===== config.mk =====
export PLATFORM = sky130hd
export DESIGN_NAME = ipv4_longest_prefix_route_lookup_top
export DESIGN_NICKNAME = d
export VERILOG_FILES = /design/src/hdl/ipv4_lpm_pkg.sv /design/src/hdl/ipv4_lpm_ram.sv /design/src/hdl/ipv4_lpm_engine.sv /design/src/hdl/ipv4_longest_prefix_route_lookup_top.sv
export VERILOG_INCLUDE_DIRS = /design/src /design/src/hdl
export SDC_FILE = /design/constraint.sdc
export NUM_CORES = 1
export LEC_CHECK = 0
export BUFFER_PORTS_ARGS = -buffer_cell sky130_fd_sc_hd__buf_2
export CORE_ASPECT_RATIO = 0.9
export CORE_MARGIN = 2
export CORE_UTILIZATION = 35
export CTS_BUF_LIST = sky130_fd_sc_hd__clkbuf_16
export DETAILED_ROUTE_END_ITERATION = 6
export PLACE_DENSITY = 0.57
export SETUP_SLACK_MARGIN = 0.2
export SLEW_MARGIN = 20
export SYNTH_ARGS = -nofsm -noshare
export SYNTH_HDL_FRONTEND = slang
export SYNTH_SLANG_ARGS = --single-unit

===== constraint.sdc =====
create_clock -name clk -period 5.1 [get_ports clk]
set_input_delay 0.51 -clock clk [delete_from_list [all_inputs] [get_ports clk]]
set_output_delay 0.51 -clock clk [all_outputs]
set_load 0.01 [all_outputs]

===== src/hdl/ipv4_longest_prefix_route_lookup_top_macros.svh =====
// Assertion helpers used by the lookup engine.
`ifndef IPV4_LONGEST_PREFIX_ROUTE_LOOKUP_TOP_MACROS_SVH
`define IPV4_LONGEST_PREFIX_ROUTE_LOOKUP_TOP_MACROS_SVH

// The consequent must hold in the same cycle as the antecedent.
`define LPM_ASSERT_SAME(label, ante, cons, msg) \
  label: assert property (@(posedge clk) disable iff (!rst_n) (ante) |-> (cons)) \
    else $error(msg);

// The consequent must hold in the cycle after the antecedent.
`define LPM_ASSERT_NEXT(label, ante, cons, msg) \
  label: assert property (@(posedge clk) disable iff (!rst_n) (ante) |=> (cons)) \
    else $error(msg);

`endif


===== src/hdl/ipv4_lpm_pkg.sv =====
package ipv4_lpm_pkg;

  localparam int TABLE_ENTRIES = 16;
  localparam int NUM_PORTS     = 16;

  localparam int IDX_W         = (TABLE_ENTRIES > 1) ? $clog2(TABLE_ENTRIES) : 1;
  localparam int ENTRY_INDEX_W = 4;
  localparam int PORT_W        = 4;
  localparam int ADDR_W        = 32;
  localparam int SLOT_EXT_W    = IDX_W + ENTRY_INDEX_W;
  localparam int PORT_CMP_W    = PORT_W + $clog2(NUM_PORTS + 1);

  typedef enum logic [1:0] {
    CMD_LOOKUP     = 2'd0,
    CMD_WRITE      = 2'd1,
    CMD_INVALIDATE = 2'd2
  } cmd_t;

  typedef struct packed {
    cmd_t                     cmd;
    logic [ENTRY_INDEX_W-1:0] entry_index;
    logic [ADDR_W-1:0]        prefix;
    logic [ADDR_W-1:0]        prefix_mask;
    logic [PORT_W-1:0]        out_port;
    logic [ADDR_W-1:0]        lookup_addr;
  } item_t;

  typedef struct packed {
    logic [PORT_W-1:0] port;
    logic [ADDR_W-1:0] mask;
    logic [ADDR_W-1:0] prefix;
  } route_t;

  typedef struct packed {
    logic                     hit;
    logic [ENTRY_INDEX_W-1:0] match_index;
    logic [PORT_W-1:0]        match_port;
    logic [ADDR_W-1:0]        match_mask;
  } result_t;

endpackage


===== src/hdl/ipv4_lpm_ram.sv =====
module ipv4_lpm_ram #(
  parameter int DEPTH = 16,
  parameter int WIDTH = 68,
  parameter int AW    = (DEPTH > 1) ? $clog2(DEPTH) : 1
) (
  input  logic             clk,
  input  logic             we,
  input  logic [AW-1:0]    waddr,
  input  logic [WIDTH-1:0] wdata,
  input  logic [AW-1:0]    raddr,
  output logic [WIDTH-1:0] rdata
);

  logic [WIDTH-1:0] mem_r [DEPTH];
  logic [WIDTH-1:0] rdata_r;

  always_ff @(posedge clk) begin
    if (we) begin
      mem_r[waddr] <= wdata;
    end
    rdata_r <= mem_r[raddr];
  end

  assign rdata = rdata_r;

endmodule


===== src/hdl/ipv4_lpm_engine.sv =====
`include "ipv4_longest_prefix_route_lookup_top_macros.svh"

module ipv4_lpm_engine
  import ipv4_lpm_pkg::*;
(
  input  logic    clk,
  input  logic    rst_n,
  input  logic    item_valid,
  output logic    item_ready,
  input  item_t   item,
  output logic    res_valid,
  input  logic    res_ready,
  output result_t res
);

  typedef enum logic [3:0] {
    ST_IDLE = 4'b0001,
    ST_SCAN = 4'b0010,
    ST_LAST = 4'b0100,
    ST_DONE = 4'b1000
  } state_t;

  localparam logic [IDX_W-1:0] LAST_IDX = IDX_W'(TABLE_ENTRIES - 1);

  state_t                   state_r, state_nxt;
  logic [IDX_W-1:0]         rd_idx_r, rd_idx_nxt;
  logic                     eval_vld_r, eval_vld_nxt;
  logic [IDX_W-1:0]         eval_idx_r, eval_idx_nxt;
  logic [ADDR_W-1:0]        addr_r, addr_nxt;
  logic                     best_hit_r, best_hit_nxt;
  logic [IDX_W-1:0]         best_idx_r, best_idx_nxt;
  logic [PORT_W-1:0]        best_port_r, best_port_nxt;
  logic [ADDR_W-1:0]        best_mask_r, best_mask_nxt;
  logic [TABLE_ENTRIES-1:0] valid_r, valid_nxt;

  logic                     accept;
  logic [IDX_W-1:0]         slot;
  logic                     slot_ok;
  logic                     port_ok;
  logic                     ram_we;
  route_t                   ram_wdata;
  route_t                   ram_rdata;
  logic                     take;
  logic [SLOT_EXT_W-1:0]    slot_ext;
  logic [SLOT_EXT_W-1:0]    best_idx_ext;

  assign accept   = item_valid && item_ready;
  assign slot_ext = {{IDX_W{1'b0}}, item.entry_index};
  assign slot     = slot_ext[IDX_W-1:0];
  assign slot_ok  = slot_ext < SLOT_EXT_W'(TABLE_ENTRIES);
  assign port_ok  = {{(PORT_CMP_W-PORT_W){1'b0}}, item.out_port} < PORT_CMP_W'(NUM_PORTS);
  assign ram_we   = accept && (item.cmd == CMD_WRITE) && slot_ok && port_ok;
  assign ram_wdata = '{port: item.out_port, mask: item.prefix_mask, prefix: item.prefix};

  ipv4_lpm_ram #(
    .DEPTH (TABLE_ENTRIES),
    .WIDTH ($bits(route_t)),
    .AW    (IDX_W)
  ) u_ram (
    .clk   (clk),
    .we    (ram_we),
    .waddr (slot),
    .wdata (ram_wdata),
    .raddr (rd_idx_r),
    .rdata (ram_rdata)
  );

  assign take = eval_vld_r && valid_r[eval_idx_r]
             && (((ram_rdata.prefix ^ addr_r) & ram_rdata.mask) == '0)
             && ((ram_rdata.mask & best_mask_r) == best_mask_r);

  always_comb begin
    state_nxt     = state_r;
    rd_idx_nxt    = rd_idx_r;
    eval_vld_nxt  = 1'b0;
    eval_idx_nxt  = eval_idx_r;
    addr_nxt      = addr_r;
    best_hit_nxt  = best_hit_r;
    best_idx_nxt  = best_idx_r;
    best_port_nxt = best_port_r;
    best_mask_nxt = best_mask_r;
    valid_nxt     = valid_r;

    if (take) begin
      best_hit_nxt  = 1'b1;
      best_idx_nxt  = eval_idx_r;
      best_port_nxt = ram_rdata.port;
      best_mask_nxt = ram_rdata.mask;
    end

    case (state_r)
      ST_IDLE: begin
        if (accept) begin
          best_hit_nxt  = 1'b0;
          best_idx_nxt  = '0;
          best_port_nxt = '0;
          best_mask_nxt = '0;
          addr_nxt      = item.lookup_addr;
          rd_idx_nxt    = '0;
          state_nxt     = ST_DONE;
          case (item.cmd)
            CMD_LOOKUP: begin
              state_nxt = ST_SCAN;
            end
            CMD_WRITE: begin
              if (slot_ok && port_ok) begin
                valid_nxt[slot] = 1'b1;
              end
            end
            CMD_INVALIDATE: begin
              if (slot_ok) begin
                valid_nxt[slot] = 1'b0;
              end
            end
            default: begin
            end
          endcase
        end
      end
      ST_SCAN: begin
        eval_vld_nxt = 1'b1;
        eval_idx_nxt = rd_idx_r;
        if (rd_idx_r == LAST_IDX) begin
          state_nxt = ST_LAST;
        end else begin
          rd_idx_nxt = rd_idx_r + 1'b1;
        end
      end
      ST_LAST: begin
        state_nxt = ST_DONE;
      end
      ST_DONE: begin
        if (res_ready) begin
          state_nxt = ST_IDLE;
        end
      end
      default: begin
        state_nxt = ST_IDLE;
      end
    endcase
  end

  always_ff @(posedge clk) begin
    if (!rst_n) begin
      state_r    <= ST_IDLE;
      eval_vld_r <= 1'b0;
      valid_r    <= '0;
    end else begin
      state_r    <= state_nxt;
      eval_vld_r <= eval_vld_nxt;
      valid_r    <= valid_nxt;
    end
  end

  always_ff @(posedge clk) begin
    rd_idx_r    <= rd_idx_nxt;
    eval_idx_r  <= eval_idx_nxt;
    addr_r      <= addr_nxt;
    best_hit_r  <= best_hit_nxt;
    best_idx_r  <= best_idx_nxt;
    best_port_r <= best_port_nxt;
    best_mask_r <= best_mask_nxt;
  end

  assign best_idx_ext = {{ENTRY_INDEX_W{1'b0}}, best_idx_r};

  assign item_ready = (state_r == ST_IDLE);
  assign res_valid  = (state_r == ST_DONE);
  assign res.hit         = best_hit_r;
  assign res.match_index = best_idx_ext[ENTRY_INDEX_W-1:0];
  assign res.match_port  = best_port_r;
  assign res.match_mask  = best_mask_r;

  `LPM_ASSERT_NEXT(a_lookup_starts_scan, accept && (item.cmd == CMD_LOOKUP), state_r == ST_SCAN, "lookup did not start the table scan")
  `LPM_ASSERT_NEXT(a_scan_ends, (state_r == ST_SCAN) && (rd_idx_r == LAST_IDX), (state_r == ST_LAST) && eval_vld_r, "scan did not end after the last entry")
  `LPM_ASSERT_NEXT(a_write_sets_valid, ram_we, valid_r[$past(slot)], "route write did not set its valid bit")
  `LPM_ASSERT_SAME(a_miss_is_zero, (state_r == ST_DONE) && !best_hit_r, (best_mask_r == '0) && (best_idx_r == '0) && (best_port_r == '0), "miss result is not all zero")

endmodule


===== src/hdl/ipv4_longest_prefix_route_lookup_top.sv =====
// Channel   Direction  tdata (low bit first)                               tuser
// in_       input      entry_index, prefix, prefix_mask, out_port, addr    cmd
// out_      output     hit, match_index, match_port, match_mask, zero pad  none
//
// A lookup reads the table entries in turn through the route RAM's single read port, and
// its result enters the output register from ST_DONE; the engine then accepts the next
// in ST_IDLE. A write or invalidate goes straight to ST_DONE; one is in work at a time.
// Reset clears the valid bits at once; the route RAM needs no clearing pass.
// A result that finds the output register full waits, and in_tready stays low meanwhile.
module ipv4_longest_prefix_route_lookup_top
  import ipv4_lpm_pkg::*;
(
  input  logic         clk,
  input  logic         rst_n,
  input  logic         in_tvalid,
  output logic         in_tready,
  input  logic [103:0] in_tdata,  // entry_index, prefix, prefix_mask, out_port, lookup_addr
  input  logic [1:0]   in_tuser,  // cmd
  output logic         out_tvalid,
  input  logic         out_tready,
  output logic [47:0]  out_tdata  // hit, match_index, match_port, match_mask, zero fill
);

  item_t   item;
  result_t res;
  logic    res_valid;
  logic    res_ready;
  logic    out_tvalid_r, out_tvalid_nxt;
  result_t out_res_r;

  assign item.cmd         = cmd_t'(in_tuser);
  assign item.entry_index = in_tdata[3:0];
  assign item.prefix      = in_tdata[35:4];
  assign item.prefix_mask = in_tdata[67:36];
  assign item.out_port    = in_tdata[71:68];
  assign item.lookup_addr = in_tdata[103:72];

  ipv4_lpm_engine u_engine (
    .clk        (clk),
    .rst_n      (rst_n),
    .item_valid (in_tvalid),
    .item_ready (in_tready),
    .item       (item),
    .res_valid  (res_valid),
    .res_ready  (res_ready),
    .res        (res)
  );

  assign res_ready = !out_tvalid_r || out_tready;

  always_comb begin
    out_tvalid_nxt = out_tvalid_r;
    if (res_ready) begin
      out_tvalid_nxt = res_valid;
    end
  end

  always_ff @(posedge clk) begin
    if (!rst_n) begin
      out_tvalid_r <= 1'b0;
    end else begin
      out_tvalid_r <= out_tvalid_nxt;
    end
  end

  always_ff @(posedge clk) begin
    if (res_ready && res_valid) begin
      out_res_r <= res;
    end
  end

  assign out_tvalid = out_tvalid_r;
  assign out_tdata  = {7'd0, out_res_r.match_mask, out_res_r.match_port,
                       out_res_r.match_index, out_res_r.hit};

endmodule

==> out/results.txt, run 1 <==
Initial Utilization = 35.19%
Hold Fails Final Rpt = 0
CP top delay family = simple AND/OR/NAND/NOR gates
WL per Instance = 27.35 um
Worst setup SP type = flop
Mapped Cells = 2,120
Worst-Margin Slew = 1084 ps
EDFF count, synth = 1,169
number of clock buffers inserted by TritonCTS = 131
die area = 0.1408 mm2
P_leak = 17.64 nW
Logic pwr share = 6.2%
gr usage total = 16.82%
CP Max Fanout = 34
Max Slew Vio Count = 0
antenna violations before repair = 25
Multi-input gate area = 0.01009 mm2
number of library cell types mapped by synthesis = 48
placed instance area = 0.05169 mm2
Post-Syn Area = 0.04822 mm2
via count = 22,877
vias in the first global route = 23,211
part of the Yosys area used for sequential elements = 78.23%
Clk pwr share = 40.4%
asr flop ratio synth = 0%
clock tree buffer depth = 3
post-route setup slack = 952.1 ps
FMAX = 241.1 MHz
switching pwr = 4.999 mW
post-layout min period = 4148 ps
Max Cap Viol = 0
Overall Power = 22.49 mW
Overflow after GRT = 0
total core area = 0.1370 mm2
DR iter-0 viols = 2,400
Post-route DRC = 0
Worst-path clk slew = 60 ps
synth top area cells = edfxtp_1 (73%), mux4_2 (16%), dfxtp_1 (5.4%), clkbuf_1 (0.62%), o31ai_1 (0.62%)
Crit. End Element = flop
Critical Path RT = 5490 ps
Setup Skew = 23.16 ps
layout cells sized above 1 = 30.53%
clk sinks = 1,300
Arrival @ worst endpoint = 4530 ps
fillers = 11,799
dpl ws = 903.1 ps
IO Pins = 160
flops & latches, synth = 1,300
DRT antenna net count = 0
First-pass DRT Iterations = 7
Yosys warning total = 0
Max transition margin = 27.58%
Sequential Power Share = 53.3%
H-tree depth = 4
CP Buf/Inv Count = 2
cell-internal power = 17.49 mW
final hold slack = 116.8 ps
number of vias per cell = 5.293
Synth area leader = edfxtp_1
RSZ-0062 raised after global routing = false
DP HPWL = 71,870 um
Crit path largest cell delay = 730 ps
overall die height = 356.1 um
fin crit share = 81.33%
Avg Inst Size Synth = 22.75 um2
largest net degree at the start of global routing = 85
VDD IR max = 236.5 uV
type of the worst setup path = flop to flop
final WL = 118,200 um
flip-flop and latch area = 0.03773 mm2
Main synth FF type = edfxtp_1
Root Buffer = clkbuf_16
Port Buffers = 152
placer congestion estimate = 0.8106
hold crit path type = input port to flop
CTS tree = built
fin nets = 2,493
Power Dens Cells = 401.0 mW/mm2
outcome = finished, final reports clean
Layout area overhead = 16.29%
top-area cell type share of the netlist area = 72.79%
flop2flop setup slack = 950 ps
first-pass GRT wire length = 169,500 um
Final Util = 40.92%
clock latency on the worst-skew pair = 750 ps
crit-path cells = nor4b_2 > nand2_1 > clkinv_2 > nand4b_1 > nor2_4 > buf_4
slowest CP cell = nor2_4
Final Setup Violations = 0
post-route cell area = 0.05608 mm2
row cnt = 129
Die X = 395.3 um
Net Sw Frac = 22.23%
post_cts resized = 0
## sequential cells by signal, summed over array words and instances, names as in the netlist, named ones only
signal,count
u_engine.u_ram.mem_r,1088
u_engine.addr_r,32
u_engine.best_hit_r,1
u_engine.best_port_r,4
u_engine.rd_idx_r,4
out_tdata,41
u_engine.best_mask_r,32
out_tvalid,1
u_engine.eval_idx_r,4
u_engine.eval_vld_r,1
u_engine.best_idx_r,4
u_engine.state_r,4
u_engine.u_ram.rdata,68
## cell usage in the layout, fill, tap and decap left out, types with 34 or more instances in the layout
master	Yosys	layout
inv_1	15	50
a21oi_1	47	47
edfxtp_1	1169	1169
buf_2	17	152
xor2_1	34	34
o31ai_1	40	40
buf_4	7	37
dfxtp_1	131	131
clkbuf_16	0	135
nand4_1	46	46
mux4_2	344	344
## worst min-delay path: stages
cell      delay [ps]
buf_2            110
nand2b_1         120
nand3_1           70
## routing by layer
layer,GRT usage (%),up-vias,wire [um]
met2,24.94,929,53230
met5,0,-,93
li1,-,9506,-
met1,23.85,12224,51410
met4,4.870,16,2717
met3,5.353,202,10750
## final timing paths
check	cells past startpoint	end	startpoint
setup / recovery	6	u_engine.u_ram.mem_r[10][4]$_DFFE_PP_	u_engine.state_r[1]$_SDFFE_PN0P_
hold / removal	3	u_engine.state_r[0]$_SDFFE_PN1P_	in_tvalid
setup reg to reg	6	u_engine.u_ram.mem_r[10][4]$_DFFE_PP_	u_engine.state_r[1]$_SDFFE_PN0P_
hold reg to reg	0	out_tdata[2]$_DFFE_PP_	u_engine.best_idx_r[1]$_DFF_P_
## power groups by stage
stage / registers [mW] / clock network [mW] / logic (mW)
final: 12.0 / 9.09 / 1.40
after CTS: 12.0 / 9.30 / 1.42
after global placement: 12.2 / 0 / 1.38
after detailed placement: 12.2 / 0 / 1.40
after floorplan: 12.1 / 0 / 0.834
after global routing: 12.0 / 9.73 / 1.50
## metrics by stage
stage / cells / TNS [ps]
finish: 4322 / 0
global route: 4320 / 0
CTS: 4320 / 0
detailed placement: 4048 / 0
global placement: 4048 / 0
floorplan: 2126 / -14940
## synth_stat cells, drive strengths merged (15+ instances only)
master  instances
mux4          344
inv            15
nor2           48
edfxtp       1169
a22oi          15
nand4          46
o31ai          40
clkbuf         80
dfxtp         131
buf            45
nor2b          25
a21oi          47
xor2           34
## what timing repair did
| item | CTS | global route |
|---|---|---|
| hold buffers | 32 | 0 |
| hold endpoints to repair | 32 | 0 |
| setup buffers | 0 | 0 |
## cell type report
type / instances / share of cell area [%]
antenna: 2 / 0.008924
tap: 1834 / 4.092
timing repair buffer: 245 / 3.280
clock buffer: 135 / 6.024
clock inverter: 105 / 1.225
inverter: 15 / 0.1026
sequential: 1300 / 67.27
multi-input combinational: 686 / 18.00
## logic make-up after synthesis
kind of cell	synth area share, %
buffers and inverters	1.188
multiplexers	16.11
adder cells (fa/ha/maj)	0.1038
other	0.007776
XOR/XNOR	0.6357
AO/OA/AOI/OAI	1.912
flip-flops	78.23
AND/OR/NAND/NOR	1.811
Power figures use the tool's default switching activity.
==> run 2, diff against run 1 <==
PLACE_DENSITY = 0.55   (was 0.57)
clock period = 4 ns   (was 5.1 ns; I/O delays follow)
==> run 2 against run 1 <==
Non-clock buffer count increased by 31. Global-route usage increased by 0.34 points. Sequential share of layout area decreased by 0.99 points.
==> out/results.txt, run 2 (synthesized netlist as in run 1, its figures left out) <==
Overflow after GRT = 0 (unchanged)
cell-internal power = 23.19 mW (+33%)
via count = 23,036 (+0.70%)
clock tree buffer depth = 3 (unchanged)
number of clock buffers inserted by TritonCTS = 135 (+3.1%)
Critical Path RT = 4450 ps (-1040 ps)
Net Sw Frac = 21.84% (-0.39 points)
Setup Skew = 28.25 ps (+5.096 ps)
final WL = 121,000 um (+2.4%)
CTS tree = built
antenna violations before repair = 19 (-24%)
gr usage total = 17.16% (+0.34 points)
CP Max Fanout = 20 (-41%)
post_cts resized = 0 (unchanged)
DP HPWL = 72,470 um (+0.83%)
Final Setup Violations = 0 (unchanged)
First-pass DRT Iterations = 6 (-1)
hold crit path type = input port to flop
FMAX = 295.2 MHz (+22%)
IO Pins = 160 (unchanged)
post-route cell area = 0.05692 mm2 (+1.5%)
fin crit share = 84.68% (+3.4 points)
min-delay src = in_tdata[19]
switching pwr = 6.479 mW (+30%)
largest net degree at the start of global routing = 72 (-15%)
Layout Cells excl Fill = 4,363 (+0.95%)
placed cell count = 4,054 (+0.15%)
Logic pwr share = 6.4% (+0.2 points)
WL per Instance = 27.74 um (+1.4%)
Clk pwr share = 42.3% (+1.9 points)
Power Dens Cells = 521.3 mW/mm2 (+30%)
Crit. End Element = flop
total core area = 0.1370 mm2 (unchanged)
Arrival @ worst endpoint = 3830 ps (-700 ps)
fin nets = 2,528 (+1.4%)
Worst-path clk slew = 60 ps (about the same)
placer congestion estimate = 0.8454 (+4.3%)
DR iter-0 viols = 2,176 (-9.3%)
outcome = finished, final reports clean
hold buffer count at cts = 57 (+78%)
Max Cap Viol = 0 (unchanged)
Final TNS setup = 0 ps (unchanged)
post-route setup slack = 612.7 ps (-339.5 ps)
Layout area overhead = 18.02%
max reg flops = 1,088 (unchanged)
Worst-Margin Slew = 1055 ps (-28.33 ps)
Biggest register = u_engine.u_ram.mem_r
layout cells sized above 1 = 30.73% (+0.20 points)
Max transition margin = 29.47% (+1.9 points)
row cnt = 129 (unchanged)
Root Buffer = clkbuf_16
clk sinks = 1,300 (unchanged)
Die X = 395.3 um (unchanged)
first-pass GRT wire length = 173,500 um (+2.4%)
Worst setup SP type = flop
vias in the first global route = 23,612 (+1.7%)
Initial Utilization = 35.19% (unchanged)
die area = 0.1408 mm2 (unchanged)
Hold Fails Final Rpt = 0 (unchanged)
worst reg2reg path startpoint = u_engine.state_r[1]$_SDFFE_PN0P_
most frequent cells in the layout = edfxtp_1 (1,169), mux4_2 (344), buf_2 (152)
type of the worst setup path = flop to flop
setup repair bufs after CTS = 0 (unchanged)
CP startpoint = u_engine.state_r[1]$_SDFFE_PN0P_
post-layout min period = 3387 ps (-760.5 ps)
most common cell after layout, fill and taps aside = edfxtp_1
number of vias per cell = 5.280 (-0.25%)
Port Buffers = 152 (unchanged)
VDD IR max = 421.4 uV (+78%)
Post-route DRC = 0 (unchanged)
Max Slew Vio Count = 0 (unchanged)
H-tree depth = 4 (unchanged)
P_leak = 17.98 nW (+1.9%)
overall die height = 356.1 um (unchanged)
dpl ws = 660.0 ps (-243.1 ps)
placed instance area = 0.05187 mm2 (+0.35%)
RSZ-0062 raised after global routing = false
Sequential Power Share = 51.3% (-2.0 points)
clock latency on the worst-skew pair = 750 ps (about the same)
DRT antenna net count = 0 (unchanged)
==> run 2: changes by cell type in the layout (fill, tap and decap cells not counted), moves of 2 or more <==
cell,previous run,this run
buf_4,37,32
diode_2,2,4
clkbuf_16,135,142
inv_8,0,2
buf_12,24,34
inv_1,50,43
inv_6,8,3
dlygate4sd3_1,32,57
clkinvlp_4,5,3
clkinv_1,28,32
bufinv_16,6,15
==> run 2: stage by stage <==
step	utilization (%)	hold slack (ps)	total power, mW
detailed placement	37.85	431.1	17.37
CTS	41.53	0.4207	29.97
global route	41.53	18.18	30.60
floorplan	-	408.3	16.44
finish	41.53	52.23	29.67
global placement	37.84	430.8	17.33
==> run 2: layer usage <==
layer	up-vias	global-route usage, %	wire, um
met3	153	4.014	8997
li1	9574	-	-
met1	12378	24.90	53970
met2	921	26.38	56190
met4	10	3.901	1807
met5	-	0	58
==> run 2: final timing paths <==
check,to,slack (ps),cells past startpoint
hold / removal,u_engine.u_ram.mem_r[9][15]$_DFFE_PP_,50,1
setup / recovery,u_engine.u_ram.mem_r[1][15]$_DFFE_PP_,610,6
setup reg to reg,u_engine.u_ram.mem_r[1][15]$_DFFE_PP_,610,6
hold reg to reg,out_tdata[0]$_DFFE_PP_,450,0
==> run 2: layout make-up <==
class                           instances  area, um2
Clock inverter                        106      909.6
Tap cell                             1834       2295
Sequential cell                      1300      37730
Inverter                               15      57.56
Clock buffer                          142       3553
Antenna cell                            4      10.01
Timing Repair Buffer                  276       2263
Multi-Input combinational cell        686      10100
Fill cell                           11761      80120
==> run 2: power by group through the flow <==
stage	logic [mW]	clock network, mW	registers (mW)
global placement	1.84	0	15.5
finish	1.89	12.6	15.2
detailed placement	1.87	0	15.5
CTS	1.92	12.8	15.2
global route	2.01	13.4	15.2
floorplan	1.06	0	15.4
==> run 2: worst max-delay path, cell delays in order, from the launching register on <==
cell,delay (ps)
dfxtp_1,420
nor4b_2,460
nand2_1,240
clkinv_2,280
nand4b_1,430
nor2_4,960
buf_12,260
